--- src/rtl/core/mtfc_pkg.sv ---
// Shared types and constants for the move-to-front codec.
// No dependencies; imported by mtfc_cell and move_to_front_codec_top.
`timescale 1ns / 1ps
`default_nettype none

package mtfc_pkg;

  // Symbol and position width, fixed by the byte alphabet
  localparam int unsigned SYM_W = 8;

  // Default number of symbols in the recency list
  localparam int unsigned ALPHABET_SIZE_DEF = 256;

  // Mode codes
  localparam logic MODE_ENCODE = 1'b0;
  localparam logic MODE_DECODE = 1'b1;

  // Token handed from one cell to the next.
  // Before the hit, data carries the entry displaced by the shift;
  // after the hit, it carries the answer down to the end of the chain.
  typedef struct packed {
    logic             tok;
    logic             done;
    logic [SYM_W-1:0] data;
  } link_t;

endpackage

`default_nettype wire

--- src/rtl/core/mtfc_cell.sv ---
// One cell of the recency chain: holds one list entry and forwards the token.
// Depends on mtfc_pkg for link_t, SYM_W and the mode codes.
`timescale 1ns / 1ps
`default_nettype none

module mtfc_cell #(
  parameter int unsigned INDEX = 0
) (
  input  wire                        clk_i,
  input  wire                        rst_ni,
  input  wire                        restore_i,
  input  wire                        mode_i,
  input  wire [mtfc_pkg::SYM_W-1:0]  target_i,
  input  wire                        wb_i,
  input  wire [mtfc_pkg::SYM_W-1:0]  wb_data_i,
  input  mtfc_pkg::link_t            link_i,
  output mtfc_pkg::link_t            link_o
);
  import mtfc_pkg::*;

  localparam logic [SYM_W-1:0] IDX = SYM_W'(INDEX);

  logic [SYM_W-1:0] entry_q, entry_d;
  link_t            link_q, link_d;
  logic             live;
  logic             hit;

  // Match on symbol when encoding, on position when decoding
  assign live = link_i.tok & ~link_i.done;
  assign hit  = live & ((mode_i == MODE_DECODE) ? (IDX == target_i) : (entry_q == target_i));

  // Update the entry: restore identity, take the write-back, or shift in the carry
  always_comb begin
    entry_d = entry_q;
    if (restore_i) begin
      entry_d = IDX;
    end else if (wb_i) begin
      entry_d = wb_data_i;
    end else if (live) begin
      entry_d = link_i.data;
    end
  end

  // Forward the token; on a hit replace the carry with the answer
  always_comb begin
    link_d.tok  = link_i.tok;
    link_d.done = link_i.done | hit;
    if (link_i.done) begin
      link_d.data = link_i.data;
    end else if (hit) begin
      link_d.data = (mode_i == MODE_DECODE) ? entry_q : IDX;
    end else begin
      link_d.data = entry_q;
    end
  end

  always_ff @(posedge clk_i or negedge rst_ni) begin
    if (!rst_ni) begin
      entry_q     <= IDX;
      link_q.tok  <= 1'b0;
      link_q.done <= 1'b0;
      link_q.data <= '0;
    end else begin
      entry_q     <= entry_d;
      link_q.tok  <= link_d.tok;
      link_q.done <= link_d.done;
      link_q.data <= link_d.data;
    end
  end

  assign link_o = link_q;

endmodule

`default_nettype wire

--- config.mk ---
export PLATFORM = sky130hd
export DESIGN_NAME = mtfc_cell
export DESIGN_NICKNAME = d
export VERILOG_FILES = /design/src/rtl/core/mtfc_pkg.sv /design/src/rtl/core/mtfc_cell.sv
export SDC_FILE = /design/constraint.sdc
export NUM_CORES = 1
export LEC_CHECK = 0
export CAP_MARGIN = 20
export CORE_MARGIN = 4
export CORE_UTILIZATION = 54
export DETAILED_ROUTE_END_ITERATION = 12
export DONT_BUFFER_PORTS = 1
export PLACE_DENSITY = 0.69
export SYNTH_ARGS = -nofsm -noshare
export SYNTH_HDL_FRONTEND = slang
export SYNTH_SLANG_ARGS = --single-unit
--- constraint.sdc ---
create_clock -name clk_i -period 1.15 [get_ports clk_i]
set_input_delay 0.115 -clock clk_i [delete_from_list [all_inputs] [get_ports clk_i]]
set_output_delay 0.115 -clock clk_i [all_outputs]
set_load 0.01 [all_outputs]
# == Word level (Yosys, flattened, before mapping) ==
# Cells that the tools add are included.
# word_totals
romBits,0
output_inout_bits,10
n_memories,0
mem_bits_rw,0
inputBits,31
ff_bits,18
latchBits,0
# classes
eq_ne,1
n_shift,0
n_lt_le_gt_ge,0
mux,7
n_addsub,0
reduce_logical,2
div_mod_pow,0
mul,0
bitwise,4
# ops
op,count
$mux 8,6
$eq 8x8->1,1
$logic_not 8->1,1
$reduce_bool 3->1,1
$and 1x1->1,2
$mux 1,1
$not 1->1,1
$or 1x1->1,1

# == Depth between registers and ports, before layout ==
# Gate-level depths: netlist (run 1).
# depth
word_depth,5
depth_mapped,4
mapped_depth_nobuf,3

# == Least setup slack after synthesis (run 1) ==
# No wires, ideal clock.
# synth_timing
path_type,reg-to-reg
from,reg entry_q[4]
to,reg link_q (netlist bit link_o[0])
synth_period_minus_slack_ps,1241
arrival_ps,1097
slack_ps,-91
stages_incl_launch_ff,4
setup_time_ps,144
n_path_buf,0
cell_sequence,dfrtp_1 xor2_1 nor4_4 a31oi_1
# synth_rtl
item,line_no,text
from (decl),mtfc_cell.sv:23,"logic [SYM_W-1:0] entry_q, entry_d;"
from (signal assigned),mtfc_cell.sv:64,entry_q <= entry_d;
to (decl),mtfc_cell.sv:24,"link_t link_q, link_d;"

==> results of run 1 <==
==> repair_timing <==
| action | 4_1_cts | 5_1_grt |
|---|---|---|
| resized for setup | 0 | 0 |
| endpoints found under the setup margin | 9 | 9 |
| endpoints found under the hold margin | 24 | 0 |
| hold buffers | 10 | 0 |
==> sequential cells by signal (all words and copies together), names as in the netlist <==
signal / flops
entry_q: 8
link_o: 10
==> Yosys cell counts (all sizes together) <==
| cell | n |
|---|---|
| a31oi | 8 |
| o2bb2ai | 8 |
| nor4 | 3 |
| xor2 | 8 |
| nor3 | 2 |
| dfrtp | 18 |
| nor2b | 1 |
| o21bai | 1 |
| mux2i | 16 |
| buf | 2 |
| a41o | 1 |
| a31o | 1 |
| nor3b | 1 |
==> metrics by stage <==
step           TNS, ps  worst slack (ps)  cells  cell area, sq um   util
2_1_floorplan     -709             -80.2     70               928      -
3_3_place_gp      -293             -46.5     91               985  0.632
3_5_place_dp      -555             -73.4     91               985  0.632
4_1_cts           -863              -107    105              1120  0.719
5_1_grt          -1220              -144    105              1120  0.719
6_report          -686             -89.2    105              1120  0.719
==> layout by cell type, fill, tap and decap left out <==
| master | n |
|---|---|
| dfrtp_1 | 18 |
| mux2i_1 | 16 |
| dlygate4sd3_1 | 10 |
| xor2_1 | 8 |
| a31oi_1 | 8 |
| o2bb2ai_1 | 8 |
| buf_4 | 7 |
| clkbuf_4 | 3 |
| nor3_2 | 2 |
| nor4_1 | 2 |
| nor2b_2 | 1 |
| nor3b_4 | 1 |
| nor4_4 | 1 |
| a41o_1 | 1 |
| a31o_1 | 1 |
| o21bai_2 | 1 |
| clkbuf_8 | 1 |
==> critical path, stage by stage, from the launching register on <==
cell and delay, ps:
dfrtp_1 400, xor2_1 170, nor4_4 260, buf_4 180
a31oi_1 90
==> kinds of logic after synthesis <==
| kind of cell | share of synthesized area |
|---|---|
| compound gates | 0.162 |
| flops | 0.485 |
| mux | 0.173 |
| xor+xnor | 0.0755 |
| simple gates | 0.0876 |
| buf+inv | 0.0175 |
==> how the worst max path moves through the flow <==
stage | start | endpoint | slack, ps | cells past startpoint
3_3_place_gp | entry_q[5] | link_o[3] | -50 | 4
2_1_floorplan | entry_q[5] | link_o[0] | -80 | 3
6_report | entry_q[5] | link_o[7] | -90 | 4
5_1_grt | entry_q[5] | link_o[5] | -140 | 4
4_1_cts | entry_q[5] | link_o[7] | -110 | 4
3_5_place_dp | entry_q[5] | link_o[7] | -70 | 4
==> final cells by class <==
| class | count | area (sq um) |
|---|---|---|
| Multi-Input combinational cell | 50 | 462 |
| Fill cell | 109 | 438 |
| Sequential cell | 18 | 450 |
| Timing Repair Buffer | 17 | 153 |
| Clock buffer | 4 | 36.3 |
| Tap cell | 16 | 20.0 |
==> metal layers <==
| metal | wire length, microns | part of all wire | vias to the layer above | global-route usage |
|---|---|---|---|---|
| met2 | 921 | 0.45 | 34 | 0.308 |
| met1 | 888 | 0.44 | 309 | 0.235 |
| met5 | 0 | 0 | - | 0 |
| met3 | 205 | 0.10 | 3 | 0.0843 |
| li1 | - | - | 314 | - |
| met4 | 11 | 0.0054 | 0 | 0.0415 |
==> power groups by stage <==
stage	logic [uW]	clock network, uW	registers [uW]
after global routing	248	435	727
after global placement	179	0	735
after CTS	222	395	723
after floorplan	150	0	732
after detailed placement	183	0	736
final	223	380	722
==> metrics.cfg, run 1 <==
[synth]
syn_avg_cell_area_sq_um=13.3
synthTopCellsByArea=dfrtp_1, mux2i_1, o2bb2ai_1, xor2_1, a31oi_1
seq_area_frac_synth=0.485
synth.distinct_cells=15
synth_top_cell_by_area=dfrtp_1
syn_area_sq_um=928
syn-num-nets=101
synth_top_area_share=0.485
ys_seq_elements=18
netlist_instances=70
yosysWarnings=0

[clocking]
htree_levels=1
clk_path_buf_depth=2
cts_setup_buffers=0
cts_tree=built
root_buffer=clkbuf_4
clkSlewWorstSetupHoldPaths_ps=100
numCtsBuffers=3
clkLatencyLatePin_ps=290
clock_sinks=18

[sta]
setup-violations-final=9
setup_slack_ps=-89.2
maxSlewHeadroom=0.478
finalCritPeriodShare=1.08
maxSlewViolCount=0
whs_ps=9.47
hold_violations=0
rsz0062_at_grt=yes
final.min_clock_period_ps=1240
fin_skew_ps=10.3
worstMarginPinSlew_ps=780
fmax_ghz=0.807

[drt]
drt-pass1-iter-count=4
vias=660
drt-vias-per-instance=6.29
wl_per_cell_microns=19.3
drc=0
drtAntennaViolNets=0
drt-total-wl_mm=2.03
drtIter0Drc=8

[critical_path]
cp_max_fo=9
critPathRequiredTime_ps=1310
regToRegStartpoint=entry_q[5]
crit_path_end_kind=flop
timing.rr.end=link_o[7]
reg2reg_slack_ps=-90
path_class=flop to flop
cp-start-kind=flop
cp_data_arrival_time_ps=1400
reg2reg_depth=4

[die]
initial_core_util=0.596
coreArea_sq_um=1560
num_rows=14
die_height_microns=49.5
fp.dieArea_sq_um=2450
design.portCount=41
die_x_microns=49.5

[power]
internal_power_uw=993
p_seq_frac=0.545
clockPowerShare=0.287
switchingPower_uw=331
total_power_uw=1320
peakVddDrop_mv=1.19
p_comb_frac=0.168
leakage_uw=0.000516
power_density_nw_per_um2=1180
power_switching_share=0.250

[min_path]
hp-start=wb_data_i[4]
worst_hold_path.endpoint=entry_q[4]
hold_depth=2
hp-class=input pin to flop

[final_layout]
diodes=0
layout.nets=121
drive_gt1_frac=0.191
area_growth_pct=20.8

[global_route]
track_usage=0.191
grt_pass1_wl_mm=3.49
first_global_vias=723
grt_max_degree=19
grt.overflow.total=0
antenna_found_initial=0

[flow_run]
cap_viol_max_count=0

[outcome]
failed_checks=setup timing
status=complete, but fails checks

[place]
port_buffers=0
gp_congestion=0.795

Power figures use the tool's default switching activity.
==> run 2: changes to the inputs <==
--- a/config.mk
+++ b/config.mk
@@ -5,12 +5,12 @@
 export SDC_FILE = /design/constraint.sdc
 export NUM_CORES = 1
 export LEC_CHECK = 0
+export BUFFER_PORTS_ARGS = -buffer_cell sky130_fd_sc_hd__buf_4
 export CAP_MARGIN = 20
 export CORE_MARGIN = 4
-export CORE_UTILIZATION = 54
+export CORE_UTILIZATION = 41
 export DETAILED_ROUTE_END_ITERATION = 12
-export DONT_BUFFER_PORTS = 1
-export PLACE_DENSITY = 0.69
+export PLACE_DENSITY = 0.71
 export SYNTH_ARGS = -nofsm -noshare
 export SYNTH_HDL_FRONTEND = slang
 export SYNTH_SLANG_ARGS = --single-unit
==> metrics.cfg, run 2 (synthesis gave the netlist of run 1 again) <==
[critical_path]
path_class=flop to flop  ; unchanged
slowest_stage=dfrtp_1  ; unchanged
path_cells=xor2_2 > nor4_4 > buf_6 > a31oi_2  ; was xor2_1 > nor4_4 > buf_4 > a31oi_1
cpPeakStageDelay_ps=440  ; was 400 ps
reg2reg_slack_ps=-130  ; was -90 ps
timing.rr.end=link_o[3]  ; was link_o[7]
regToRegStartpoint=entry_q[4]  ; was entry_q[5]
reg2reg_depth=4  ; unchanged
critPathRequiredTime_ps=1310  ; about the same
crit_cells=4  ; unchanged
crit_path_end_kind=flop  ; unchanged
cp_top_family=flip-flops  ; unchanged
worst-path-buf-inv=1  ; unchanged
cp_data_arrival_time_ps=1450  ; was 1400 ps
cp-start-kind=flop  ; unchanged
cp_max_fo=8  ; was 9

[clocking]
clkSlewWorstSetupHoldPaths_ps=100  ; about the same
clock_sinks=18  ; unchanged
numCtsBuffers=3  ; unchanged
root_buffer=clkbuf_4  ; unchanged
clkLatencyLatePin_ps=280  ; was 290 ps
htree_levels=1  ; unchanged
clk_path_buf_depth=2  ; unchanged
cts_tree=built  ; unchanged

[die]
design.portCount=41  ; unchanged
num_rows=16  ; was 14
die_x_microns=55.6  ; was 49.5 microns
fp.dieArea_sq_um=3090  ; was 2450 sq um
coreArea_sq_um=2060  ; was 1560 sq um
initial_core_util=0.450  ; was 0.596
die_height_microns=55.6  ; was 49.5 microns

[place]
place_area_sq_um=1310  ; was 985 sq um
dp_hpwl_mm=1.90
gp_congestion=0.854  ; was 0.795
port_buffers=40  ; was 0

[power]
total_power_uw=1400  ; was 1320 uW
peakVddDrop_mv=0.652  ; was 1.19 mV
power_density_nw_per_um2=999  ; was 1180 nW/um^2
leakage_uw=0.000697  ; was 0.000516 uW

[final_layout]
multiInputGateArea_sq_um=475  ; was 462 sq um
layout_common_cells=buf_4, dfrtp_1, mux2i_1, o2bb2ai_1  ; was dfrtp_1, mux2i_1, dlygate4sd3_1
drive_gt1_frac=0.504  ; was 0.191
area_growth_pct=50.4  ; was 20.8%
largest_reg_flops=10  ; unchanged
layout_commonest_cell=buf_4  ; was dfrtp_1
final_util=0.677  ; was 0.719
fill_cells=164  ; was 109
diodes=0  ; unchanged
final_cell_area_sq_um=1400  ; was 1120 sq um
layout.nets=158  ; was 121
seq_area_sq_um=450  ; unchanged

[sta]
finalSetupTns_ps=-1100  ; was -686 ps
maxSlewViolCount=0  ; unchanged
setup-violations-final=9  ; unchanged
maxSlewHeadroom=0.598  ; was 0.478
final.min_clock_period_ps=1280  ; was 1240 ps
fmax_ghz=0.779  ; was 0.807 GHz
rsz0062_at_grt=yes  ; unchanged
worstMarginPinSlew_ps=599  ; was 780 ps
setup_slack_ps=-133  ; was -89.2 ps
hold_violations=0  ; unchanged
fin_skew_ps=4.20  ; was 10.3 ps
finalCritPeriodShare=1.12  ; was 1.08

[min_path]
hp-class=input pin to flop  ; unchanged
hold_depth=3  ; was 2
hp-start=wb_data_i[6]  ; was wb_data_i[4]
worst_hold_path.endpoint=entry_q[6]  ; was entry_q[4]

[drt]
drt-pass1-iter-count=4  ; unchanged
drt-total-wl_mm=2.46  ; was 2.03 mm
drc=0  ; unchanged
vias=807  ; was 660
drtAntennaViolNets=0  ; unchanged
drtIter0Drc=11  ; was 8
wl_per_cell_microns=16.2  ; was 19.3 microns
drt-vias-per-instance=5.31  ; was 6.29

[global_route]
grt.overflow.total=0  ; unchanged
grt_pass1_wl_mm=4.02  ; was 3.49 mm
first_global_vias=818  ; was 723
grt_max_degree=19  ; unchanged
antenna_found_initial=0  ; unchanged
track_usage=0.168  ; was 0.191

[outcome]
failed_checks=setup timing  ; unchanged
status=complete, but fails checks  ; unchanged

[flow_run]
cap_viol_max_count=0  ; unchanged

run 2: stage by stage:
| stage | std cells | setup slack (ps) | hold WS (ps) |
|---|---|---|---|
| 3_3_place_gp | 143 | -54.6 | -4.91 |
| 3_5_place_dp | 143 | -109 | -6.37 |
| 6_report | 152 | -133 | 103 |
| 5_1_grt | 152 | -180 | 98.0 |
| 4_1_cts | 152 | -104 | 103 |
| 2_1_floorplan | 70 | -80.2 | -181 |
run 2: worst max path at each step:
stage	from	endpoint	slack [ps]
final	entry_q[4]	link_o[3]	-130
after global routing	entry_q[4]	link_o[8]	-180
after CTS	entry_q[5]	link_o[3]	-100
after detailed placement	entry_q[5]	link_o[3]	-110
after global placement	entry_q[5]	link_o[2]	-50
after floorplan	entry_q[5]	link_o[0]	-80
run 2: where the power goes:
part	switching (uW)	internal, uW
Combinational	181	212
Clock	173	121
Sequential	26.2	681
run 2: timing repair:
action                                  CTS  global route
endpoints found under the hold margin    19             0
pin swaps                                 1             1
gates cloned                              0             0
hold buffers                              2             0
endpoints found under the setup margin    9             9
setup buffers                             4             0
resized for setup                         0             3
run 2: final cells by class:
| cell class | instances | area share |
|---|---|---|
| repair buffers | 54 | 0.297 |
| clock buffers | 3 | 0.0161 |
| well taps | 27 | 0.0242 |
| flip-flops and latches | 18 | 0.323 |
| multi-input cells | 50 | 0.341 |
run 2: worst min-delay path, stage by stage:
cell and delay (ps):
buf_4 70, mux2i_1 50, o2bb2ai_1 110
run 2: layer usage:
layer,part of all wire,vias up,track usage
met5,0,-,0
met4,0.0049,0,0.0417
met3,0.097,2,0.0418
met2,0.45,45,0.255
met1,0.45,375,0.238
li1,-,385,-
==> run 3: changes to the inputs <==
--- a/config.mk
+++ b/config.mk
@@ -8,9 +8,11 @@
 export BUFFER_PORTS_ARGS = -buffer_cell sky130_fd_sc_hd__buf_4
 export CAP_MARGIN = 20
 export CORE_MARGIN = 4
-export CORE_UTILIZATION = 41
+export CORE_UTILIZATION = 49
 export DETAILED_ROUTE_END_ITERATION = 12
-export PLACE_DENSITY = 0.71
+export PLACE_DENSITY = 0.79
+export RECOVER_POWER = 25
+export REMOVE_ABC_BUFFERS = 1
 export SYNTH_ARGS = -nofsm -noshare
 export SYNTH_HDL_FRONTEND = slang
 export SYNTH_SLANG_ARGS = --single-unit
==> constraint.sdc (replaced) <==
create_clock -name clk_i -period 1.6 [get_ports clk_i]
set_input_delay 0.16 -clock clk_i [delete_from_list [all_inputs] [get_ports clk_i]]
set_output_delay 0.16 -clock clk_i [all_outputs]
set_load 0.01 [all_outputs]
==> metrics.cfg, run 3 (synthesis gave the netlist of run 1 again) <==
[die]
fp.dieArea_sq_um=2650  ; was 3090 sq um
design.portCount=41  ; unchanged
die_x_microns=51.5  ; was 55.6 microns
die_height_microns=51.5  ; was 55.6 microns
num_rows=15  ; was 16
coreArea_sq_um=1760  ; was 2060 sq um
initial_core_util=0.526  ; was 0.450

[final_layout]
layout_common_cells=buf_4, dfrtp_1, mux2i_1  ; was buf_4, dfrtp_1, mux2i_1, o2bb2ai_1
final_util=0.727  ; was 0.677
diodes=0  ; unchanged
drive_gt1_frac=0.425  ; was 0.504
largest_reg_flops=10  ; unchanged
layout.nets=146  ; was 158
area_growth_pct=38.1  ; was 50.4%
layout_commonest_cell=buf_4  ; unchanged

[power]
p_seq_frac=0.522  ; was 0.507
leakage_uw=0.000629  ; was 0.000697 uW
p_comb_frac=0.252  ; was 0.282
power_density_nw_per_um2=760  ; was 999 nW/um^2
clockPowerShare=0.226  ; was 0.211
power_switching_share=0.279  ; was 0.273
internal_power_uw=703  ; was 1010 uW
switchingPower_uw=272  ; was 381 uW
peakVddDrop_mv=0.461  ; was 0.652 mV
total_power_uw=975  ; was 1400 uW

[drt]
drt-vias-per-instance=5.49  ; was 5.31
vias=758  ; was 807
drt-total-wl_mm=2.33  ; was 2.46 mm
drc=0  ; unchanged
drtAntennaViolNets=0  ; unchanged
drtIter0Drc=9  ; was 11
drt-pass1-iter-count=4  ; unchanged
wl_per_cell_microns=16.8  ; was 16.2 microns

[critical_path]
cp_data_arrival_time_ps=1650  ; was 1450 ps
path_cells=dlygate4sd3_1 > buf_4 > nor2b_2 > nor3_2 > o2bb2ai_1  ; was xor2_2 > nor4_4 > buf_6 > a31oi_2
crit_path_end_kind=flop  ; unchanged
reg2reg_depth=3  ; was 4
slowest_stage=dlygate4sd3_1  ; was dfrtp_1
crit_path_end=entry_q[3]  ; was link_o[3]
critPathRequiredTime_ps=1810  ; was 1310 ps
timing.rr.end=link_o[4]  ; was link_o[3]
regToRegStartpoint=entry_q[0]  ; was entry_q[4]
cpPeakStageDelay_ps=530  ; was 440 ps
worst-path-buf-inv=2  ; was 1
cp-startpoint=link_i[9]  ; was entry_q[4]
crit_cells=5  ; was 4
reg2reg_slack_ps=180  ; was -130 ps
cp_max_fo=8  ; unchanged
cp_top_family=buffers and inverters  ; was flip-flops
cp-start-kind=input pin  ; was flop
path_class=input pin to flop  ; was flop to flop

[clocking]
clkLatencyLatePin_ps=280  ; about the same
clk_path_buf_depth=2  ; unchanged
htree_levels=1  ; unchanged
clkSlewWorstSetupHoldPaths_ps=100  ; about the same
cts_tree=built  ; unchanged
cts-resized-gates=0  ; unchanged
clock_sinks=18  ; unchanged
root_buffer=clkbuf_4  ; unchanged
hold_buffers=2  ; unchanged
numCtsBuffers=3  ; unchanged
cts_setup_buffers=0  ; was 4

[place]
gp_congestion=0.827  ; was 0.854
port_buffers=40  ; unchanged
dp_hpwl_mm=1.82  ; was 1.90 mm

[global_route]
grt.overflow.total=0  ; unchanged
grt_max_degree=19  ; unchanged
antenna_found_initial=0  ; unchanged
track_usage=0.200  ; was 0.168
first_global_vias=800  ; was 818
grt_pass1_wl_mm=3.86  ; was 4.02 mm

[flow_run]
cap_viol_max_count=0  ; unchanged

[sta]
maxSlewHeadroom=0.360  ; was 0.598
final.min_clock_period_ps=1440
finalCritPeriodShare=0.899
fin_skew_ps=5.37  ; was 4.20 ps
maxSlewViolCount=0  ; unchanged
whs_ps=153  ; was 103 ps
hold_violations=0  ; unchanged
setup-violations-final=0  ; was 9
rsz0062_at_grt=no  ; was yes
fmax_ghz=0.695
worstMarginPinSlew_ps=960  ; was 599 ps
finalSetupTns_ps=0  ; was -1100 ps

[min_path]
hp-class=input pin to flop  ; unchanged

[outcome]
status=finished, final reports clean  ; was complete, but fails checks

run 3: changes by cell type in the layout (fill, tap and decap cells not counted):
cell      change
buf_4        -12
a31oi_1       +1
a31oi_2       -1
buf_6         -1
clkbuf_1      +1
xor2_1        +1
xor2_2        -1
run 3: metal layers:
metal  vias to the layer above  part of all wire  track usage
met5                         -                 0            0
met4                         0             0.019       0.0699
met3                         4             0.064       0.0315
met2                        33              0.49        0.345
met1                       360              0.43        0.252
li1                        361                 -            -
run 3: layout make-up:
cell class / instances / area, sq um
Clock buffer: 3 / 22.5
Fill cell: 150 / 482
Multi-Input combinational cell: 50 / 462
Sequential cell: 18 / 450
Tap cell: 25 / 31.3
Timing Repair Buffer: 42 / 317
run 3: metrics by stage:
step | cell area (sq um) | std cells | setup WS (ps)
after floorplan | 912 | 68 | 359
after global placement | 1240 | 133 | 289
after detailed placement | 1240 | 133 | 208
after CTS | 1290 | 138 | 176
after global routing | 1280 | 138 | 48.8
final | 1280 | 138 | 161
run 3: how the worst min path moves through the flow:
stage	end	depth (start not counted)	start	slack (ps)
after floorplan	entry_q[0]	0	rst_ni	-140
after global placement	link_o[6]	1	rst_ni	40
after detailed placement	link_o[6]	1	rst_ni	40
after CTS	entry_q[7]	3	wb_data_i[7]	160
after global routing	entry_q[0]	3	wb_data_i[0]	150
final	entry_q[7]	3	wb_data_i[7]	150
run 3: power groups by stage:
stage	Clock (uW)	Sequential (uW)	Combinational (uW)
after floorplan	0	526	95.4
after global placement	0	516	238
after detailed placement	0	518	243
after CTS	223	509	247
after global routing	255	514	268
final	220	509	246
run 3: worst register-to-register path: stages (launching register included):
cell and delay [ps]:
dfrtp_1 420, xor2_1 160, nor3_2 510, a31oi_1 190
